**src/hdl/quadrature_knob_channel_adjuster_top_assert.svh**
```systemverilog
// Assertion macros used by the top level of the knob channel adjuster.
`ifndef QUADRATURE_KNOB_CHANNEL_ADJUSTER_TOP_ASSERT_SVH
`define QUADRATURE_KNOB_CHANNEL_ADJUSTER_TOP_ASSERT_SVH
`ifndef SYNTHESIS
// Same-cycle implication, checked outside reset.
`define QKCA_ASSERT_NOW(lbl, ante, cons) \
  lbl: assert property (@(posedge clk) disable iff (rst) (ante) |-> (cons)) \
    else $error("assertion failed: same-cycle implication");
// Next-cycle implication, checked outside reset.
`define QKCA_ASSERT_NEXT(lbl, ante, cons) \
  lbl: assert property (@(posedge clk) disable iff (rst) (ante) |=> (cons)) \
    else $error("assertion failed: next-cycle implication");
`else
`define QKCA_ASSERT_NOW(lbl, ante, cons)
`define QKCA_ASSERT_NEXT(lbl, ante, cons)
`endif
`endif

```
**src/hdl/qkca_pkg.sv**
```systemverilog
// Types and constants of the knob channel adjuster.
`default_nettype none
package qkca_pkg;

  localparam int CFG_WIDTH   = 20;
  localparam int CHAN_WIDTH  = 8;
  localparam int CHAN_COUNT  = 4;
  localparam int MODE_WIDTH  = 2;

  localparam logic [CFG_WIDTH-1:0]  DEBOUNCE_RESET  = 20'd160000;
  localparam logic [CHAN_WIDTH-1:0] CHAN_MAX        = 8'd255;
  localparam logic [CHAN_WIDTH-1:0] INTENSITY_RESET = 8'd128;
  localparam logic [CHAN_WIDTH-1:0] COLOR_RESET     = 8'd127;

  // Channel selected by the mode
  typedef enum logic [MODE_WIDTH-1:0] {
    MODE_INTENSITY = 2'd0,
    MODE_RED       = 2'd1,
    MODE_GREEN     = 2'd2,
    MODE_BLUE      = 2'd3
  } mode_t;

  typedef enum logic [1:0] {
    STEP_NONE = 2'd0,
    STEP_UP   = 2'd1,
    STEP_DOWN = 2'd2
  } step_t;

  typedef enum logic {
    BTN_IDLE = 1'b0,
    BTN_WAIT = 1'b1
  } btn_state_t;

  // One sample moving from the input register into the state update
  typedef struct packed {
    logic       fire;
    logic [1:0] phases;   // bit 0 is A, bit 1 is B
    logic       level;
  } tick_t;

  // Step for index {current pair, previous pair}; 00,01,11,10 counts up
  function automatic step_t step_lookup(input logic [3:0] idx);
    step_t s;
    case (idx)
      4'd1, 4'd7, 4'd8, 4'd14: s = STEP_DOWN;
      4'd2, 4'd4, 4'd11, 4'd13: s = STEP_UP;
      default: s = STEP_NONE;
    endcase
    return s;
  endfunction

endpackage
`default_nettype wire

```
**src/hdl/qkca_decode.sv**
```systemverilog
// Quadrature step decode and saturating update of the four channels.
`default_nettype none
module qkca_decode (
  input  wire logic                           clk,
  input  wire logic                           rst,
  input  wire qkca_pkg::tick_t                tick,
  input  wire qkca_pkg::mode_t                mode_sel,
  output logic [qkca_pkg::CHAN_WIDTH-1:0]     intensity,
  output logic [qkca_pkg::CHAN_WIDTH-1:0]     red,
  output logic [qkca_pkg::CHAN_WIDTH-1:0]     green,
  output logic [qkca_pkg::CHAN_WIDTH-1:0]     blue
);
  import qkca_pkg::*;

  logic [1:0]            previous_phases;
  logic [CHAN_WIDTH-1:0] chan [CHAN_COUNT];
  logic [CHAN_WIDTH-1:0] chan_next [CHAN_COUNT];
  logic [CHAN_WIDTH-1:0] sel_value;
  logic [CHAN_WIDTH-1:0] sel_next;
  step_t                 step;

  // Look up the step from the current and previous phase pairs
  assign step = step_lookup({tick.phases, previous_phases});
  assign sel_value = chan[mode_sel];

  // Saturate at both ends of the range
  always_comb begin
    sel_next = sel_value;
    unique case (step)
      STEP_UP:   if (sel_value != CHAN_MAX) sel_next = sel_value + 8'd1;
      STEP_DOWN: if (sel_value != '0) sel_next = sel_value - 8'd1;
      default:   sel_next = sel_value;
    endcase
  end

  // Write back only the selected channel
  always_comb begin
    for (int i = 0; i < CHAN_COUNT; i++) begin
      chan_next[i] = chan[i];
    end
    chan_next[mode_sel] = sel_next;
  end

  // Hold state except on a transfer through the update
  always_ff @(posedge clk) begin
    if (rst) begin
      previous_phases <= '0;
      chan[MODE_INTENSITY] <= INTENSITY_RESET;
      chan[MODE_RED]       <= COLOR_RESET;
      chan[MODE_GREEN]     <= COLOR_RESET;
      chan[MODE_BLUE]      <= COLOR_RESET;
    end else if (tick.fire) begin
      previous_phases <= tick.phases;
      for (int i = 0; i < CHAN_COUNT; i++) begin
        chan[i] <= chan_next[i];
      end
    end
  end

  assign intensity = chan[MODE_INTENSITY];
  assign red       = chan[MODE_RED];
  assign green     = chan[MODE_GREEN];
  assign blue      = chan[MODE_BLUE];

endmodule
`default_nettype wire

```
**src/hdl/qkca_debounce.sv**
```systemverilog
// Button debounce counter and mode register.
`default_nettype none
module qkca_debounce #(
  parameter int COUNT_BITS = 20
) (
  input  wire logic                          clk,
  input  wire logic                          rst,
  input  wire qkca_pkg::tick_t               tick,
  input  wire logic [qkca_pkg::CFG_WIDTH-1:0] debounce_ticks,
  output qkca_pkg::mode_t                    mode_sel
);
  import qkca_pkg::*;

  btn_state_t            state;
  btn_state_t            state_next;
  logic [COUNT_BITS-1:0] debounce_count;
  logic                  button_prev;
  logic                  expire;
  logic                  start;
  logic                  advance;

  assign expire = (debounce_count <= COUNT_BITS'(1));

  // Next state
  always_comb begin
    state_next = state;
    unique case (state)
      BTN_IDLE: if (tick.fire && tick.level && !button_prev) state_next = BTN_WAIT;
      BTN_WAIT: if (tick.fire && expire) state_next = BTN_IDLE;
      default:  state_next = BTN_IDLE;
    endcase
  end

  // Outputs: load the count on an edge, advance the mode on expiry if pressed
  always_comb begin
    start   = 1'b0;
    advance = 1'b0;
    unique case (state)
      BTN_IDLE: start   = tick.fire && tick.level && !button_prev;
      BTN_WAIT: advance = tick.fire && expire && tick.level;
      default: begin
        start   = 1'b0;
        advance = 1'b0;
      end
    endcase
  end

  always_ff @(posedge clk) begin
    if (rst) begin
      state          <= BTN_IDLE;
      debounce_count <= '0;
      button_prev    <= 1'b0;
      mode_sel       <= MODE_INTENSITY;
    end else begin
      state <= state_next;
      if (tick.fire) begin
        button_prev <= tick.level;
        if (start) begin
          debounce_count <= COUNT_BITS'(debounce_ticks);
        end else if (state == BTN_WAIT) begin
          debounce_count <= expire ? '0 : debounce_count - COUNT_BITS'(1);
        end
      end
      if (advance) begin
        mode_sel <= mode_t'(mode_sel + 2'd1);
      end
    end
  end

endmodule
`default_nettype wire

```
**src/hdl/quadrature_knob_channel_adjuster_top.sv**
```systemverilog
// Top level of the quadrature knob channel adjuster.
`default_nettype none
// Takes one sample of the encoder phases and the button per transfer and
// returns the mode and the four channel values after that sample. One
// sample is taken every clock while the output side keeps up; the input
// register loads at the transfer, and the state registers that drive the
// result ports load when the held sample moves on, which a stall on the
// output side can hold back. The step decode and the saturating channel
// update sit in one short path between those registers.
// debounce_ticks may only be written while no sample is in flight.
module quadrature_knob_channel_adjuster_top #(
  parameter int COUNT_BITS = 20
) (
  input  wire logic                            clk,
  input  wire logic                            rst,
  input  wire logic                            cfg_write_en,
  input  wire logic [qkca_pkg::CFG_WIDTH-1:0]  cfg_write_data,
  input  wire logic                            in_valid,
  output logic                                 in_stall,
  input  wire logic                            phase_a,
  input  wire logic                            phase_b,
  input  wire logic                            button_level,
  output logic                                 out_valid,
  input  wire logic                            out_stall,
  output logic [qkca_pkg::MODE_WIDTH-1:0]      mode,
  output logic [qkca_pkg::CHAN_WIDTH-1:0]      intensity,
  output logic [qkca_pkg::CHAN_WIDTH-1:0]      red,
  output logic [qkca_pkg::CHAN_WIDTH-1:0]      green,
  output logic [qkca_pkg::CHAN_WIDTH-1:0]      blue
);
  import qkca_pkg::*;

  logic [CFG_WIDTH-1:0] debounce_ticks;
  logic                 in_reg_valid;
  logic [1:0]           in_phases;
  logic                 in_level;
  logic                 fire;
  tick_t                tick;
  mode_t                mode_sel;

  // Move the held sample into the state when the result slot is free
  assign fire     = in_reg_valid && (!out_valid || !out_stall);
  assign in_stall = in_reg_valid && out_valid && out_stall;
  assign tick     = '{fire: fire, phases: in_phases, level: in_level};

  // Configuration register
  always_ff @(posedge clk) begin
    if (rst) begin
      debounce_ticks <= DEBOUNCE_RESET;
    end else if (cfg_write_en) begin
      debounce_ticks <= cfg_write_data;
    end
  end

  // Input register: load on transfer, drop once consumed
  always_ff @(posedge clk) begin
    if (rst) begin
      in_reg_valid <= 1'b0;
    end else if (in_valid && !in_stall) begin
      in_reg_valid <= 1'b1;
    end else if (fire) begin
      in_reg_valid <= 1'b0;
    end
  end

  always_ff @(posedge clk) begin
    if (in_valid && !in_stall) begin
      in_phases <= {phase_b, phase_a};
      in_level  <= button_level;
    end
  end

  // Result valid: set on an update, clear when taken
  always_ff @(posedge clk) begin
    if (rst) begin
      out_valid <= 1'b0;
    end else if (fire) begin
      out_valid <= 1'b1;
    end else if (!out_stall) begin
      out_valid <= 1'b0;
    end
  end

  qkca_decode u_decode (
    .clk       (clk),
    .rst       (rst),
    .tick      (tick),
    .mode_sel  (mode_sel),
    .intensity (intensity),
    .red       (red),
    .green     (green),
    .blue      (blue)
  );

  qkca_debounce #(
    .COUNT_BITS (COUNT_BITS)
  ) u_debounce (
    .clk            (clk),
    .rst            (rst),
    .tick           (tick),
    .debounce_ticks (debounce_ticks),
    .mode_sel       (mode_sel)
  );

  assign mode = mode_sel;

`include "quadrature_knob_channel_adjuster_top_assert.svh"

  `QKCA_ASSERT_NOW(a_no_update_while_held, out_valid && out_stall, !fire)
  `QKCA_ASSERT_NEXT(a_mode_only_on_update, !fire, $stable(mode))
  `QKCA_ASSERT_NEXT(a_values_only_on_update, !fire,
    $stable(intensity) && $stable(red) && $stable(green) && $stable(blue))
  `QKCA_ASSERT_NEXT(a_one_channel_moves, fire,
    $countones({intensity != $past(intensity), red != $past(red),
                green != $past(green), blue != $past(blue)}) <= 1)
  `QKCA_ASSERT_NEXT(a_update_gives_result, fire, out_valid)

endmodule
`default_nettype wire
```
**config.mk**
```make
export PLATFORM = sky130hd
export DESIGN_NAME = quadrature_knob_channel_adjuster_top
export DESIGN_NICKNAME = d
export VERILOG_FILES = /design/src/hdl/qkca_pkg.sv /design/src/hdl/qkca_decode.sv /design/src/hdl/qkca_debounce.sv /design/src/hdl/quadrature_knob_channel_adjuster_top.sv
export VERILOG_INCLUDE_DIRS = /design/src /design/src/hdl
export SDC_FILE = /design/constraint.sdc
export NUM_CORES = 1
export LEC_CHECK = 0
export ABC_AREA = 1
export BUFFER_PORTS_ARGS = -buffer_cell sky130_fd_sc_hd__buf_2
export CAP_MARGIN = 5
export CELL_PAD_IN_SITES_DETAIL_PLACEMENT = 0
export CELL_PAD_IN_SITES_GLOBAL_PLACEMENT = 1
export CORE_MARGIN = 2
export CORE_UTILIZATION = 38
export CTS_CLUSTER_SIZE = 30
export DETAILED_ROUTE_END_ITERATION = 8
export GPL_TIMING_DRIVEN = 0
export PLACE_DENSITY_LB_ADDON = 0.1
export SLEW_MARGIN = 20
export SYNTH_ARGS = -nofsm -noshare
export SYNTH_HDL_FRONTEND = slang
export SYNTH_SLANG_ARGS = --single-unit
```
**constraint.sdc**
```tcl
create_clock -name clk -period 2.05 [get_ports clk]
set_input_delay 0.1025 -clock clk [delete_from_list [all_inputs] [get_ports clk]]
set_output_delay 0.1025 -clock clk [all_outputs]
set_load 0.01 [all_outputs]
```
==> impl_metrics.ini, run 1 <==
[status]
outcome = complete, but fails checks
violations = negative setup slack

[timing]
finalClockSkew_ns = 0.0127
postLayoutSetupSlackWorst_ns = -0.0279
setup_violations = 9
finalCritPeriodShare_pct = 101
rsz_0062_raised_after_global_routing = true
final_hold_viol_count = 0
clock.fmax_ghz = 0.481
hold_slack_ns = 0.0299
fin_crit_ns = 2.08
max_slew_margin_pct = 45.5
slew_violations = 0
tightestPinTransition_ns = 0.815

[global_route]
grt.overflow.total = 0
track_usage_pct = 20.9
largest_net_degree_at_the_start_of_global_routing = 34
grt_pass1_vias = 4558
grt_first_pass_wirelength_um = 22900
antenna_violations_before_repair = 0

[synthesis]
ys_warn_count = 0
synthDominantAreaCellType = edfxtp_1
synth_cell_types = 36
syn_nets = 689
leading_cell_type_by_number_of_instances_after_synthesis = nand2_1
post_synth_instance_area_mm2 = 0.00491
synthTopCellsByCount = nand2_1, a21oi_1, nor2_1
synth_flop_cell = dfxtp_1
synth.top_cells.by_area = edfxtp_1, dfxtp_1, nand2_1, a21oi_1, nor2_1
synthDominantCellAreaShare_pct = 21.4
postSynth.asyncResetShare_pct = 0
yosys_register_bits = 85
synth-edff-count = 35
netlist_instances = 650
synth.avg_cell_area_um2 = 7.55
ys_seq_area_share_pct = 41.8

[hold_path]
hp-start = rst
min_path_type = input port to flop
whs_endpoint = in_reg_valid
hold_path_depth = 2

[drt]
route.vias.total = 4890
routed_via_density = 5.09
route.detailed.wl_per_inst_um = 15.1
drtAntennaViolNets = 0
first_pass_iters = 4
route.detailed.drc = 0
finalWirelength_um = 14500
first_iter_violations = 250

[placed_design]
dp.final_hpwl_um = 9970
weighted_congestion_at_the_end_of_routability_driven_global_placement = 0.851
placed_area_mm2 = 0.00545
placement.setup.worst_slack_ns = -0.401
placement.io_buffers = 63

[critical_path]
worst_ep_arrival_time_ns = 2.17
critical_path_class = flop to flop
critPathRequiredTime_ns = 2.14
critPathLaunchType = flop
r2r_setup_slack_ns = -0.03
crit_path_max_fanout = 6
reg2reg_to = u_decode.chan[0][3]
critPathCaptureType = flop
ff_to_ff_path_depth = 14

[power_and_ir_drop]
power.switching_uw = 1480
netSwitchingFraction_pct = 31.2
share_seq_of_total_power_pct = 40.5
internal_power_uw = 3270
power.total_uw = 4740
cellPowerDensity_mw_per_mm2 = 710
power.static_leakage_uw = 0.00278
ir_drop_mv = 0.541
power.share.combinational_pct = 25.7
power_frac_clock_pct = 33.8

[layout]
antenna_cells_inserted = 0
number_of_fill_cells = 1277
syn_to_final_growth_pct = 36.2
final_nets = 822
final_layout_size_suffix_gt1_share_pct = 29.9
finalInstanceArea_mm2 = 0.00668

[clock_network]
cts.sinks = 85
clk_root_buffer_cell = clkbuf_16
cts_buffer_count = 9
cts-root-to-sink-buffers = 2
worst_skew_pair.late_latency_ns = 0.35
cts_tree = done
cts-htree-levels = 3
path_clk_slew_ns = 0.07

[floorplanning]
num_io_pins = 64
start_util_pct = 38.9
die_y_extent_um = 118
die_w_um = 118
floorplan.die_area_mm2 = 0.0138
rows = 41
core_area_mm2 = 0.0126

[job]
drv_cap = 0
power by group through the flow:
stage               clock (µW)  sequential [µW]  combinational, µW
floorplan                    0             1940                726
global placement             0             1950                966
detailed placement           0             1950                982
CTS                       1640             1920               1130
global route              1700             1930               1350
finish                    1600             1920               1220
cell type report:
type | instances | area [µm²] | share of cell area, %
flip-flops and latches | 85 | 2060 | 30.8
well taps | 172 | 215 | 3.22
plain buffers | 25 | 145 | 2.17
inverters | 53 | 224 | 3.35
multi-input cells | 486 | 2890 | 43.3
repair buffers | 123 | 862 | 12.9
clock buffers | 15 | 279 | 4.18
clock inverters | 1 | 5.00 | 0.0749
worst max path at each step:
stage | to | slack (ns)
after global placement | u_decode.chan[2][5] | -0.40
final | u_decode.chan[0][3] | -0.03
after CTS | u_decode.chan[3][5] | -0.07
after floorplan | u_decode.chan[0][5] | 0.02
after detailed placement | u_decode.chan[3][5] | -0.40
after global routing | u_decode.chan[3][5] | -0.15
cells in the final DEF, fill, tap and decap left out, types with 6 or more instances in the layout:
| master | instances |
|---|---|
| nand2_1 | 111 |
| a21oi_1 | 73 |
| buf_2 | 63 |
| nor2_1 | 60 |
| dfxtp_1 | 49 |
| o21ai_0 | 44 |
| inv_1 | 43 |
| nand3_1 | 42 |
| edfxtp_1 | 35 |
| buf_4 | 32 |
| nand2_2 | 28 |
| dlygate4sd3_1 | 23 |
| clkbuf_1 | 22 |
| o21ai_1 | 20 |
| nand2_4 | 17 |
| nor2_4 | 12 |
| nand3_2 | 10 |
| clkbuf_16 | 10 |
| xor2_1 | 8 |
| nand3_4 | 6 |
| nor2_2 | 6 |
| a21oi_2 | 6 |
kinds of logic (layout without fill, tap and decap cells):
group | count (synthesis) | after routing | share of synthesized area, %
and+or+nand+nor | 308 | 308 | 29.7
AOI/OAI and AO/OA | 155 | 155 | 16.5
DFF | 85 | 85 | 41.8
buffers and inverters | 79 | 217 | 7.04
xor gates and xnor gates | 12 | 12 | 2.14
adders and majority gates | 11 | 11 | 2.81
per-stage QoR:
stage	instances	utilization, %	TNS, ns
floorplan	650	-	0
global placement	885	43.2	-8.43
detailed placement	885	43.2	-8.85
CTS	950	51.2	-0.399
global route	960	52.9	-3.03
finish	960	52.9	-0.125
what timing repair did:
action,in CTS,in global routing
resized for setup,77,36
cloned,1,0
hold endpoints to repair,23,0
endpoints found under the setup margin,44,56
buffers inserted,26,11
hold buffers,23,0
pin swaps,28,28
critical path, cell delays in order, from the launching register on:
cell and delay, ns:
dfxtp_4 0.40, buf_8 0.13, nand2_1 0.08, nand3_4 0.10
nand2_4 0.09, buf_4 0.16, buf_4 0.14, nor2_4 0.14
nand2_1 0.06, nand2_1 0.07, nand2_1 0.05, nand2_1 0.06
nand3_1 0.12, nand2_2 0.14, a21oi_1 0.07
per-layer routing:
layer,share of wire [%],up-vias,track usage [%]
met1,41,2296,24.1
met4,2.3,0,7.83
met2,52,117,37.8
met5,0,-,0
li1,-,2447,-
met3,4.1,30,4.36
registers in the layout, indices dropped and copies added (netlist names), named ones only:
register	cells
debounce_ticks	20
in_level	1
in_phases	2
in_reg_valid	1
out_valid	1
u_debounce.button_prev	1
u_debounce.debounce_count	20
u_debounce.mode_sel	2
u_debounce.state	1
u_decode.chan	32
u_decode.previous_phases	2
Power figures use the tool's default switching activity.
==> run 2, diff against run 1 <==
- ABC_AREA: 1 -> unset
- CORE_UTILIZATION: 38 -> 40
- CTS_CLUSTER_DIAMETER: unset -> 200
==> run 2 against run 1 <==
The flow still finishes with violations (negative setup slack). Critical path depth down 4. Via count down 8.9%. Sequential power about the same. First-iteration DRC count rose by 20%. Non-clock buffer count rose by 9. Combinational power is 57% higher. Register-to-register slack lost 0.63 ns. Highest routed layer unchanged. Sequential share of layout area increased by 0.24 points. Maximum frequency decreased by 23%. Synthesized area decreased by 4.0%. Cell count fell by 18%. Clock-buffer cell count shrank 3.
==> impl_metrics.ini, run 2 <==
[critical_path]
reg2reg_to = u_decode.chan[3][3]
critPathCaptureType = flop
critPathRequiredTime_ns = 2.14
critical_path_class = flop to flop
r2r_setup_slack_ns = -0.66
critPathLaunchType = flop
crit_path_max_fanout = 8
ff_to_ff_path_depth = 10
worst_ep_arrival_time_ns = 2.80

[layout]
syn_to_final_growth_pct = 41.2
registers.top_by_ff_count = u_decode.chan
final_layout_size_suffix_gt1_share_pct = 36.0
largestRegisters = u_decode.chan x32, debounce_ticks x20, u_debounce.debounce_count x20
layout.cells.most_common_list = buf_2, nor2_1, dfxtp_1, a21oi_1, edfxtp_1
final_nets = 675
layout.cells.most_common = buf_2
largest_reg_flops = 32
antenna_cells_inserted = 0
non_filler_instances = 784
final_util_pct = 58.0
finalInstanceArea_mm2 = 0.00665

[synthesis]
yosys_register_bits = 85
synth_flop_cell = dfxtp_1
synthDominantAreaCellType = edfxtp_1
synthDominantCellAreaShare_pct = 22.3
postSynth.asyncResetShare_pct = 0
ys_warn_count = 0
synth_cell_types = 64
synth-edff-count = 35
synthTopCellsByCount = nor2_1, a21oi_1, dfxtp_1
leading_cell_type_by_number_of_instances_after_synthesis = nor2_1
post_synth_instance_area_mm2 = 0.00471
synth.avg_cell_area_um2 = 9.34
netlist_instances = 504
ys_seq_area_share_pct = 43.6
syn_nets = 543
synth.top_cells.by_area = edfxtp_1, dfxtp_1, a21oi_1, nor2_1, mux2i_1

[placed_design]
dpl.cell_count = 708
placed_area_mm2 = 0.00526
weighted_congestion_at_the_end_of_routability_driven_global_placement = 0.832
placement.setup.worst_slack_ns = -0.788
dp.final_hpwl_um = 9330
placement.io_buffers = 61

[timing]
final.setup.tns_ns = -19.57
slew_violations = 0
final_hold_viol_count = 0
max_slew_margin_pct = 43.5
setup_violations = 47
fin_crit_ns = 2.71
postLayoutSetupSlackWorst_ns = -0.659
clock.fmax_ghz = 0.369
finalClockSkew_ns = 0.0116
tightestPinTransition_ns = 0.848
rsz_0062_raised_after_global_routing = true
finalCritPeriodShare_pct = 132

[clock_network]
worst_skew_pair.late_latency_ns = 0.35
cts_tree = done
clk_root_buffer_cell = clkbuf_16
cts.sinks = 85
cts-htree-levels = 3
cts_buffer_count = 9
cts-root-to-sink-buffers = 2
path_clk_slew_ns = 0.06

[status]
outcome = complete, but fails checks
violations = negative setup slack

[power_and_ir_drop]
ir_drop_mv = 0.651
power_frac_clock_pct = 31.4
power.static_leakage_uw = 0.00243
netSwitchingFraction_pct = 31.5
cellPowerDensity_mw_per_mm2 = 840
power.share.combinational_pct = 34.3
internal_power_uw = 3830
share_seq_of_total_power_pct = 34.3
power.switching_uw = 1760

[floorplanning]
die_w_um = 112
rows = 39
start_util_pct = 41.1
core_area_mm2 = 0.0115
num_io_pins = 64
floorplan.die_area_mm2 = 0.0127
die_y_extent_um = 112

[drt]
drtAntennaViolNets = 0
first_iter_violations = 300
route.detailed.drc = 0
finalWirelength_um = 14400
routed_via_density = 5.68
first_pass_iters = 5
route.detailed.wl_per_inst_um = 18.4
route.vias.total = 4456

[global_route]
track_usage_pct = 22.6
grt_pass1_vias = 4227
largest_net_degree_at_the_start_of_global_routing = 33
grt_first_pass_wirelength_um = 22300
grt.overflow.total = 0
antenna_violations_before_repair = 0

[hold_path]
min_path_type = input port to flop
hp-start = cfg_write_data[1]
hold_path_depth = 3
whs_endpoint = debounce_ticks[1]

[job]
drv_cap = 0
==> run 2: cell types whose count changed after synthesis, sizes merged, moves of 11 or more <==
cell / change
a22oi: +15
nand3: -56
nor2b: +11
o21ai: -33
nor2: -22
nor3: +31
inv: -31
mux2i: +20
nand2: -130
a21oi: -28
==> run 2: cell families after synthesis <==
family | share of synthesized area [%]
buf+inv | 5.87
simple gates | 17.7
mux | 8.24
flops | 43.6
compound gates | 20.5
fa+ha+maj | 2.92
xor+xnor | 1.12
==> run 2: worst max path at each step <==
stage / end / slack, ns / from
4_1_cts: u_decode.chan[3][3] / -0.63 / flop
3_5_place_dp: u_decode.chan[3][3] / -0.79 / flop
3_3_place_gp: u_decode.chan[2][3] / -0.78 / flop
6_report: u_decode.chan[3][3] / -0.66 / flop
5_1_grt: u_decode.chan[0][7] / -0.73 / flop
2_1_floorplan: u_decode.chan[0][3] / -0.45 / flop
==> run 2: cell type report <==
type                            count  area, µm²
Clock buffer                       12        236
Tap cell                          143        179
Fill cell                        1008       4820
Sequential cell                    85       2060
Timing Repair Buffer              125        901
Buffer                             32        220
Clock inverter                      4       73.8
Inverter                           21       78.8
Multi-Input combinational cell    362       2900
==> run 2: per-layer routing <==
metal | share of wire [%] | wire length [µm] | vias to the layer above | track usage, %
met5 | 0 | 0 | - | 0
met4 | 1.9 | 268 | 0 | 7.80
met3 | 5.0 | 722 | 19 | 4.64
met2 | 52 | 7430 | 129 | 39.6
met1 | 41 | 5970 | 2177 | 27.6
li1 | - | - | 2131 | -
==> run 2: metrics by stage <==
stage	hold slack, ns	power (µW)
2_1_floorplan	0.201	2740
3_5_place_dp	0.284	3040
6_report	0.000396	5580
4_1_cts	0.000472	5250
3_3_place_gp	0.281	3040
5_1_grt	0.0331	5820
==> run 2: power by group through the flow <==
stage / combinational, µW / clock, µW / sequential [µW]
after global placement: 1100 / 0 / 1940
after floorplan: 809 / 0 / 1930
after detailed placement: 1100 / 0 / 1940
after global routing: 2040 / 1850 / 1920
final: 1920 / 1750 / 1910
after CTS: 1560 / 1790 / 1900
==> run 2: worst max-delay path: stages, from the launching register on <==
cell,delay (ns)
dfxtp_2,0.34
buf_12,0.14
mux4_2,0.59
inv_2,0.11
ha_4,0.12
or3b_4,0.39
o21ai_4,0.22
o22ai_2,0.10
a22oi_2,0.22
buf_6,0.14
a21oi_1,0.06
==> run 2: timing repair <==
action,CTS,global route
pin swaps,43,58
resized for setup,66,75
hold buffers,21,0
buffers inserted,26,16
endpoints found under the setup margin,56,56
hold endpoints to repair,21,0
cloned,2,1
